### src/hw/rtl/kvs_pkg.sv
// ----------------------------------------------------------------------------
// kvs_pkg
// Shared types and codes of the keyframe vector sampler.
// ----------------------------------------------------------------------------
`default_nettype none

package kvs_pkg;

	localparam int VAL_W = 32;
	localparam int FRAC_W = 16;
	// The interpolation weight runs from 0 to exactly 1.0 in Q1.16.
	localparam int T_W = FRAC_W + 1;

	// One value per component, index 0 is x, 1 is y, 2 is z.
	typedef logic [2:0][VAL_W-1:0] vec_t;

	typedef enum logic {
		CMD_WRITE  = 1'b0,
		CMD_SAMPLE = 1'b1
	} cmd_t;

	typedef enum logic [1:0] {
		ST_INTERP = 2'd0,
		ST_AFTER  = 2'd1,
		ST_BEFORE = 2'd2,
		ST_EMPTY  = 2'd3
	} status_t;

	typedef enum logic [3:0] {
		S_IDLE,
		S_FIRST,
		S_WALK,
		S_DIV,
		S_V0,
		S_V1,
		S_V2,
		S_LERP,
		S_KEYRD,
		S_KEYCAP,
		S_DONE
	} state_t;

endpackage

`default_nettype wire

### src/hw/rtl/kvs_lerp.sv
// ----------------------------------------------------------------------------
// kvs_lerp
// Blends two vectors by a Q1.16 weight, one component at a time through a
// single multiplier.
// ----------------------------------------------------------------------------
`default_nettype none

module kvs_lerp (
	input  logic                    clk,
	input  logic                    arst_n,
	input  logic                    start,
	input  logic [kvs_pkg::T_W-1:0] weight,
	input  kvs_pkg::vec_t           va,
	input  kvs_pkg::vec_t           vb,
	output logic                    done,
	output kvs_pkg::vec_t           result
);
	import kvs_pkg::*;

	localparam int PROD_W = VAL_W + 1 + T_W + 1;

	logic        busy_q;
	logic        done_q;
	logic [1:0]  comp_q;
	logic [1:0]  phase_q;
	vec_t        a_q;
	vec_t        b_q;
	vec_t        res_q;
	logic [T_W-1:0] t_q;

	logic signed [VAL_W:0]    diff_s1;
	logic signed [PROD_W-1:0] prod_s2;

	// Each component goes through subtract, multiply and add in turn.
	always_ff @(posedge clk or negedge arst_n) begin
		if (!arst_n) begin
			busy_q  <= 1'b0;
			done_q  <= 1'b0;
			comp_q  <= '0;
			phase_q <= '0;
		end else begin
			done_q <= 1'b0;
			if (start) begin
				busy_q  <= 1'b1;
				comp_q  <= '0;
				phase_q <= '0;
			end else if (busy_q) begin
				if (phase_q == 2'd2) begin
					phase_q <= '0;
					comp_q  <= comp_q + 2'd1;
					if (comp_q == 2'd2) begin
						busy_q <= 1'b0;
						done_q <= 1'b1;
					end
				end else begin
					phase_q <= phase_q + 2'd1;
				end
			end
		end
	end

	always_ff @(posedge clk) begin
		if (start) begin
			a_q <= va;
			b_q <= vb;
			t_q <= weight;
		end else if (busy_q) begin
			case (phase_q)
				2'd0: diff_s1 <= $signed({b_q[comp_q][VAL_W-1], b_q[comp_q]})
						- $signed({a_q[comp_q][VAL_W-1], a_q[comp_q]});
				2'd1: prod_s2 <= PROD_W'(diff_s1) * PROD_W'($signed({1'b0, t_q}));
				2'd2: res_q[comp_q] <= a_q[comp_q] + prod_s2[FRAC_W +: VAL_W];
				default: ;
			endcase
		end
	end

	assign done   = done_q;
	assign result = res_q;

endmodule

`default_nettype wire

### config.mk
export PLATFORM = sky130hd
export DESIGN_NAME = kvs_lerp
export DESIGN_NICKNAME = d
export VERILOG_FILES = /design/src/hw/rtl/kvs_pkg.sv /design/src/hw/rtl/kvs_lerp.sv
export SDC_FILE = /design/constraint.sdc
export NUM_CORES = 2
export LEC_CHECK = 0
export BUFFER_PORTS_ARGS = -buffer_cell sky130_fd_sc_hd__buf_2
export CAP_MARGIN = 15
export CELL_PAD_IN_SITES_DETAIL_PLACEMENT = 1
export CELL_PAD_IN_SITES_GLOBAL_PLACEMENT = 1
export CORE_MARGIN = 2
export CORE_UTILIZATION = 50
export DETAILED_ROUTE_END_ITERATION = 8
export MAX_ROUTING_LAYER = met4
export PLACE_DENSITY = 0.83
export REMOVE_ABC_BUFFERS = 1
export SKIP_CTS_REPAIR_TIMING = 1
export SLEW_MARGIN = 10
export SYNTH_ARGS = -nofsm -noshare
export SYNTH_HDL_FRONTEND = slang
export SYNTH_SLANG_ARGS = --single-unit
### constraint.sdc
create_clock -name clk -period 11.6 [get_ports clk]
set_clock_uncertainty 0.2 [all_clocks]
set_input_delay 0.58 -clock clk [delete_from_list [all_inputs] [get_ports clk]]
set_output_delay 0.58 -clock clk [all_outputs]
set_load 0.01 [all_outputs]
==> reports/results.ini <==
[timing]
final_hold_viol_count=0
rsz0062_at_grt=no
max_freq_mhz=130
setup-tns-final_ns=0
slew_violations=0
fin_crit_sh=0.661
tightestPinTransition_ns=1.10
maxSlewHeadroom=0.268
finalSetupViolations=0
period_needed_ns=7.67

[worst_setup_path]
cp.arrival_ns=7.77
worstSetupPathType=register to register
cp-start-kind=register
crit_fanout=17
required_ns=11.69
critPathCaptureType=register

[cts]
insertion_delay_ns=0.54
numCtsBuffers=36
cts_sinks=376
path_clk_slew_ns=0.08
cts_tree=done
cts_max_level=2
clock_path_buffers=3
root_buffer=clkbuf_16

[logic_synthesis]
ys_warn_count=0
ys.flop_type=edfxtp_1
syn_area_per_cell_um2=11.0
synthesis.area_mm2=0.0342
yosys-top-cells-area=edfxtp_1, fa_1, inv_1
seq_area_frac_synth=0.329
synth_top_area_frac=0.325
yosys.area.top_type=edfxtp_1
synth_seq_cells=376
async_reset_ff_frac=0.0160
synth_edf_count=370
yosysUniqueCellTypes=62
synth_cells=3106

[floorplan]
die-height_um=266
initial_core_util=0.507
core_area_mm2=0.0675
rows=95
die_w_um=266
ios=309
die_area_mm2=0.0705

[placement]
routabilityCongestion=0.903
port_buffers=308
place_hpwl_mm=77.3

[grt]
antenna_found_initial=5
grt_pass1_vias=29000
grt_usage=0.306
grt_max_degree=85
grt_overflow=0
grt_pass1_wl_mm=161

[final_layout]
final_nets=4288
final.fill_count=7279
drive_above_1_share=0.118
area_delta_synth_final_pct=10.9

[routing]
route.detailed.drc=0
wl_met3_mm=4.92
dr.pass1.iters=5
initialDrtViolationCount=1546
wl_per_cell_um=24.2
via_count=24407
routed_wl_mm=104
postRouteAntennaNets=0
highest_layer=met4
wl_met1_mm=37.2
met2_length_mm=57.2
viasPerCell=5.69

[flow_run]
max_cap_violations=0

[hold_path]
hold_path_class=input pin to register

[outcome]
status=finished clean

cell usage in the layout, fill, tap and decap left out, types with 56 or more instances in the layout:
cell      netlist  layout
nor2_1         92      91
buf_2           1     307
o21ai_0        56      56
and2_1        313     313
edfxtp_1      370     370
inv_1         618     618
nand2_1       321     321
xnor2_1        71      71
mux2i_1        67      67
a21oi_1       100     100
fa_1          516     516
ha_1          176     176
Yosys cell counts, drive strengths merged, types with 3 or more instances:
cell type	n
nand3b	4
buf	9
a211o	4
xor2	21
xnor2	71
fa	516
inv	618
a311oi	3
o21ai	74
a211oi	9
nor3	13
and4	4
a21oi	100
o211ai	7
nor2	92
o31a	5
clkbuf	102
o22ai	3
o21a	19
edfxtp	370
nand4	6
nand2	321
ha	176
and3	18
nor2b	16
a21o	47
nand3	19
a31oi	15
mux2i	67
nand2b	12
and2	313
dfrtp	6
o21bai	6
a221o	4
a221oi	3
a31o	6
worst max-delay path, cell delays in order (launching register included):
cell and delay, ns:
edfxtp_1 0.75, buf_8 0.32, and2_1 0.18, fa_1 0.54
inv_1 0.06, fa_1 0.49, fa_1 0.52, inv_1 0.06
fa_1 0.50, fa_1 0.49, inv_1 0.05, fa_1 0.47
inv_1 0.05, ha_1 0.30, nor3_1 0.17, o211ai_1 0.17
a41o_1 0.25, a31oi_1 0.56, o31a_1 0.42, o21ai_1 0.23
a21oi_1 0.32, o21ai_0 0.15, and2_1 0.17
registers in the layout, summed over array words and instances (netlist names):
name / count
b_q: 96
phase_q: 2
a_q: 96
t_q: 17
diff_s1: 33
busy_q: 1
result: 96
prod_s2: 32
comp_q: 2
done: 1
cell families (layout without fill, tap and decap cells):
kind of cell             count (synthesis)  count (layout)  synth area share
XOR/XNOR                                92              92            0.0236
AND/OR/NAND/NOR                        823             823             0.120
flip-flops                             376             376             0.329
AO/OA/AOI/OAI                          327             327            0.0618
multiplexers                            67              67            0.0196
other                                    0               8                 0
buffers and inverters                  729            1034            0.0800
adder cells (fa/ha/maj)                692             692             0.366
stage by stage:
stage | setup slack, ns | instance area, um2 | cells | hold slack (ns) | utilization
4_1_cts | 4.00 | 37800 | 4271 | -0.346 | 0.560
6_report | 3.93 | 38000 | 4292 | 0.0132 | 0.562
3_5_place_dp | 4.03 | 36700 | 4206 | 0.229 | 0.543
3_3_place_gp | 4.12 | 36700 | 4205 | 0.209 | 0.543
2_1_floorplan | 4.51 | 33800 | 2995 | 0.0844 | -
5_1_grt | 3.63 | 38000 | 4292 | -0.00401 | 0.562
layer usage:
layer,global-route usage,vias to the layer above
met5,-,-
met4,0.126,0
met3,0.0389,340
met2,0.567,878
met1,0.331,12836
li1,-,10353
worst paths after layout:
check                      startpoint     endpoint  slack (ns)  cells after the start
min reg2reg                phase_q[1]   phase_q[1]        0.43                      2
max reg2reg                    t_q[3]  prod_s2[42]        3.93                     22
max                            t_q[3]  prod_s2[42]        3.93                     22
min in group asynchronous      arst_n    comp_q[1]        0.26                      2
max in group asynchronous      arst_n    comp_q[1]       10.76                      2
min                            vb[29]      b_q[29]        0.01                      1
layout make-up:
type | count | area (um2) | share of cell area
multi-input cells | 2001 | 20200 | 0.533
flip-flops and latches | 376 | 11300 | 0.297
diodes | 8 | 20.0 | 0.000527
well taps | 873 | 1090 | 0.0288
clock inverters | 22 | 149 | 0.00392
repair buffers | 351 | 1910 | 0.0504
inverters | 618 | 2320 | 0.0611
clock buffers | 43 | 970 | 0.0255
Power is left out: the tool's default activity adds up to more than one toggle a clock period on the data nets, which glitch-free logic cannot reach.
