$ cat src/hw/rtl/kvs_pkg.sv
// ----------------------------------------------------------------------------
// kvs_pkg
// Shared types and codes of the keyframe vector sampler.
// ----------------------------------------------------------------------------
`default_nettype none

package kvs_pkg;

	localparam int VAL_W = 32;
	localparam int FRAC_W = 16;
	// The interpolation weight runs from 0 to exactly 1.0 in Q1.16.
	localparam int T_W = FRAC_W + 1;

	// One value per component, index 0 is x, 1 is y, 2 is z.
	typedef logic [2:0][VAL_W-1:0] vec_t;

	typedef enum logic {
		CMD_WRITE  = 1'b0,
		CMD_SAMPLE = 1'b1
	} cmd_t;

	typedef enum logic [1:0] {
		ST_INTERP = 2'd0,
		ST_AFTER  = 2'd1,
		ST_BEFORE = 2'd2,
		ST_EMPTY  = 2'd3
	} status_t;

	typedef enum logic [3:0] {
		S_IDLE,
		S_FIRST,
		S_WALK,
		S_DIV,
		S_V0,
		S_V1,
		S_V2,
		S_LERP,
		S_KEYRD,
		S_KEYCAP,
		S_DONE
	} state_t;

endpackage

`default_nettype wire

$ cat src/hw/rtl/kvs_divider.sv
// ----------------------------------------------------------------------------
// kvs_divider
// Restoring divider, one quotient bit per cycle, for the span weight.
// ----------------------------------------------------------------------------
`default_nettype none

module kvs_divider (
	input  logic                      clk,
	input  logic                      arst_n,
	input  logic                      start,
	input  logic [kvs_pkg::VAL_W-1:0] dividend,
	input  logic [kvs_pkg::VAL_W-1:0] divisor,
	output logic                      done,
	output logic [kvs_pkg::T_W-1:0]   quotient
);
	import kvs_pkg::*;

	localparam int CNT_W = $clog2(T_W);

	logic             busy_q;
	logic             done_q;
	logic [CNT_W-1:0] cnt_q;
	logic [VAL_W-1:0] rem_q;
	logic [VAL_W-1:0] div_q;
	logic [T_W-1:0]   quo_q;

	logic [VAL_W:0]   shifted;
	logic [VAL_W:0]   trial;
	logic             take;
	logic [VAL_W-1:0] rem_next;

	// The dividend is the offset shifted up by the fraction width. Since the
	// offset never exceeds the divisor, the first step compares it unshifted.
	always_comb begin
		shifted  = (cnt_q == '0) ? {1'b0, rem_q} : {rem_q, 1'b0};
		trial    = shifted - {1'b0, div_q};
		take     = (shifted >= {1'b0, div_q});
		rem_next = take ? trial[VAL_W-1:0] : shifted[VAL_W-1:0];
	end

	always_ff @(posedge clk or negedge arst_n) begin
		if (!arst_n) begin
			busy_q <= 1'b0;
			done_q <= 1'b0;
			cnt_q  <= '0;
		end else begin
			done_q <= 1'b0;
			if (start) begin
				busy_q <= 1'b1;
				cnt_q  <= '0;
			end else if (busy_q) begin
				if (cnt_q == CNT_W'(T_W - 1)) begin
					busy_q <= 1'b0;
					done_q <= 1'b1;
				end
				cnt_q <= cnt_q + CNT_W'(1);
			end
		end
	end

	always_ff @(posedge clk) begin
		if (start) begin
			rem_q <= dividend;
			div_q <= divisor;
		end else if (busy_q) begin
			rem_q <= rem_next;
			quo_q <= {quo_q[T_W-2:0], take};
		end
	end

	assign done     = done_q;
	assign quotient = quo_q;

endmodule

`default_nettype wire

$ cat config.mk
export PLATFORM = sky130hd
export DESIGN_NAME = kvs_divider
export DESIGN_NICKNAME = d
export VERILOG_FILES = /design/src/hw/rtl/kvs_pkg.sv /design/src/hw/rtl/kvs_divider.sv
export SDC_FILE = /design/constraint.sdc
export NUM_CORES = 1
export LEC_CHECK = 0
export ABC_AREA = 1
export BUFFER_PORTS_ARGS = -buffer_cell sky130_fd_sc_hd__buf_2
export CAP_MARGIN = 20
export CORE_ASPECT_RATIO = 1.1
export CORE_MARGIN = 4
export CORE_UTILIZATION = 50
export DETAILED_ROUTE_END_ITERATION = 7
export PLACE_DENSITY = 0.7
export SLEW_MARGIN = 10
export SYNTH_ARGS = -nofsm -noshare
export SYNTH_HDL_FRONTEND = slang
export SYNTH_SLANG_ARGS = --single-unit
export TNS_END_PERCENT = 20
$ cat constraint.sdc
create_clock -name clk -period 8 [get_ports clk]
set_input_delay 0.4 -clock clk [delete_from_list [all_inputs] [get_ports clk]]
set_output_delay 0.4 -clock clk [all_outputs]
set_load 0.02 [all_outputs]
==> results.py <==
metrics = {
    "timing": {
        "fin_crit_ns": 4.18,
        "rsz0062_at_grt": "false",
        "fin_tns_setup_ns": 0,
        "fmax_mhz": 239,
        "skew_ns": 0.00955,
        "fin_crit_sh": 0.523,
        "drv_slew": 0,
        "tightest_slew_ns": 0.728,
        "setup_violations": 0,
        "hold_viol": 0,
        "whs_ns": 0.214,
        "maxSlewHeadroom": 0.515,
    },
    "die": {
        "coreArea_um2": 13200,
        "die_y_um": 130,
        "ios": 85,
        "chipWidth_um": 118,
        "num_rows": 44,
        "start_util": 0.510,
        "die_area_um2": 15300,
    },
    "logic_synthesis": {
        "yosys_register_bits": 88,
        "synth.distinct_cells": 31,
        "synth.largest_area_cell": "edfxtp_1",
        "synth_cells": 967,
        "ys_top_cells_by_area": "edfxtp_1 36%, nand2_1 21%, inv_1 11%",
        "syn_avg_cell_area_um2": 6.94,
        "synth-edff-count": 81,
        "synth_fp_nets": 1069,
        "synth_area_um2": 6710,
        "synth_top_flop_cell": "edfxtp_1",
        "yosysSeqAreaShare": 0.388,
        "async_reset_ff_frac": 0.0795,
        "yosysTopAreaCellShare": 0.362,
        "yosys_warnings": 0,
    },
    "global_routing": {
        "grt_pass1_wl_um": 27800,
        "grt_use_total": 0.228,
        "grt_pass1_vias": 5812,
        "gr-total-overflow": 0,
        "grt_max_degree": 69,
        "antenna_found_initial": 0,
    },
    "min_path": {
        "hold_path_depth": 1,
        "hold_class": "input pin to flop",
        "hold_start": "divisor[9]",
        "hold_path_end": "div_q[9]",
    },
    "pwr": {
        "p_per_area_nw_per_um2": 331,
        "switchingPower_uw": 1160,
        "internal-power_uw": 1340,
        "power_frac_clock": 0.169,
        "power_frac_comb": 0.563,
        "seqPwrFrac": 0.268,
        "p_sw_frac": 0.464,
        "peakVddDrop_mv": 0.170,
        "p_leak_uw": 0.00410,
    },
    "worst_setup_path": {
        "worstPathArrival_ns": 4.30,
        "crit_path_end_kind": "flop",
        "required_ns": 8.11,
        "reg2reg_depth": 17,
        "reg2reg_to": "rem_q[21]",
        "crit_type": "flop to flop",
        "critical_path.reg2reg.startpoint": "cnt_q[0]",
        "cp_max_fo": 64,
        "r2r_setup_slack_ns": 3.82,
        "start_kind": "flop",
    },
    "drt": {
        "drcViolationCount": 0,
        "via_per_inst": 5.01,
        "vias": 6064,
        "dr.pass1.iters": 5,
        "drtAntennaViolNets": 0,
        "routed_wl_um": 17100,
        "drt_iter0_markers": 341,
        "wire_per_inst_um": 14.1,
    },
    "cts": {
        "cts_tree": "built",
        "cts-root-buf": "clkbuf_16",
        "cts_inserted_buffers": 9,
        "cts_sinks": 88,
        "post-cts-setup-buffer-count": 0,
        "clock_latency_ns": 0.36,
        "clock_path_buffers": 2,
        "htreeDepth": 3,
        "path_clk_slew_ns": 0.07,
    },
    "placement": {
        "place_hpwl_um": 13200,
        "portBuffers": 84,
        "place.gp.congestion": 0.959,
    },
    "cells_and_area": {
        "drive_above_1_share": 0.111,
        "syn_to_final_growth_pct": 12.8,
        "fillers": 1321,
        "final_nets": 1147,
        "fin_util": 0.576,
        "n_antenna_cell": 0,
    },
    "status": {
        "status": "complete, no violations",
    },
    "job": {
        "maxCapViolCount": 0,
    },
}
-- power by group through the flow --
| stage | Sequential [uW] | Clock, uW | Combinational, uW |
|---|---|---|---|
| global route | 681 | 453 | 1620 |
| floorplan | 676 | 0 | 1090 |
| global placement | 679 | 0 | 1380 |
| detailed placement | 682 | 0 | 1390 |
| finish | 671 | 423 | 1410 |
| CTS | 672 | 432 | 1410 |
-- worst max path at each step --
stage	start	to	slack, ns	cells after the start
after floorplan	cnt_q[0]	rem_q[10]	5.13	18
after CTS	cnt_q[0]	rem_q[21]	3.84	17
after global routing	cnt_q[0]	rem_q[21]	3.34	17
after global placement	cnt_q[0]	rem_q[21]	3.88	17
final	cnt_q[0]	rem_q[21]	3.82	17
after detailed placement	cnt_q[0]	rem_q[21]	3.88	17
-- cell usage after synthesis (4+ instances only) --
library cell  instances
nand3b_1             26
xnor2_1              13
a21oi_1              28
dfrtp_1               7
nand4_1              10
nor2_1               58
o21ai_0              30
inv_1               189
nand3_1              72
edfxtp_1             81
buf_2                 4
nand2_1             374
buf_4                 4
clkbuf_1             12
ha_1                 34
-- layer usage --
layer	track usage	vias to the layer above	routed length (um)
li1	-	3175	-
met1	0.287	2724	7520
met2	0.408	143	8450
met3	0.0358	22	799
met4	0.0682	0	318
met5	0	-	0
-- sequential cells by signal, summed over array words and instances, names as in the netlist --
name / flops
div_q: 32
rem_q: 32
cnt_q: 5
done: 1
quotient: 17
busy_q: 1
-- layout by cell type (no fill, tap or decap), types with 4 or more instances in the layout --
| master | netlist | final |
|---|---|---|
| nand2_1 | 374 | 374 |
| inv_1 | 189 | 189 |
| buf_2 | 4 | 84 |
| edfxtp_1 | 81 | 81 |
| nand3_1 | 72 | 72 |
| nor2_1 | 58 | 58 |
| ha_1 | 34 | 34 |
| o21ai_0 | 30 | 30 |
| a21oi_1 | 28 | 28 |
| nand3b_1 | 26 | 26 |
| xnor2_1 | 13 | 13 |
| nand4_1 | 10 | 10 |
| clkbuf_16 | 0 | 9 |
| dfrtp_1 | 7 | 7 |
| inv_8 | 0 | 4 |
-- what timing repair did --
item | CTS | global route
hold buffers | 1 | 0
resized for setup | 0 | 0
hold endpoints to repair | 7 | 0
-- cell type report --
type / instances / area, um^2 / area share
Multi-Input combinational cell: 667 / 3280 / 0.433
Sequential cell: 88 / 2610 / 0.344
Timing Repair Buffer: 89 / 480 / 0.0634
Clock buffer: 9 / 225 / 0.0297
Inverter: 190 / 713 / 0.0942
Clock inverter: 7 / 70.1 / 0.00925
Tap cell: 161 / 201 / 0.0266
-- cell families after synthesis --
logic type,after synthesis,share of synthesized area
DFF,88,0.388
adders and majority gates,35,0.0663
xor gates and xnor gates,14,0.0183
AOI/OAI and AO/OA,61,0.0466
buffers and inverters,212,0.124
and+or+nand+nor,557,0.357
-- worst max-delay path, cell delays in order (launching register included) --
cell     delay [ns]
dfrtp_1        0.38
inv_1          0.11
ha_1           0.25
nand3_4        0.51
o21ai_0        0.44
ha_1           0.36
nand2_1        0.14
inv_1          0.05
nand2_1        0.06
nand2_1        0.07
a21oi_1        0.28
nor2_4         0.08
nor2_8         0.48
nand2_4        0.36
nand2_1        0.16
nand2_1        0.06
nand2_1        0.06
nand2_1        0.06
-- through the flow --
stage                     cell area (um^2)  power [uW]  setup WS (ns)  instances
after global routing                  7570        2750           3.34       1211
after floorplan                       6710        1770           5.13        967
final                                 7570        2510           3.82       1211
after global placement                7240        2060           3.88       1193
after CTS                             7570        2510           3.84       1211
after detailed placement              7270        2080           3.88       1194
Note: power is estimated with default switching activity, not from simulation.
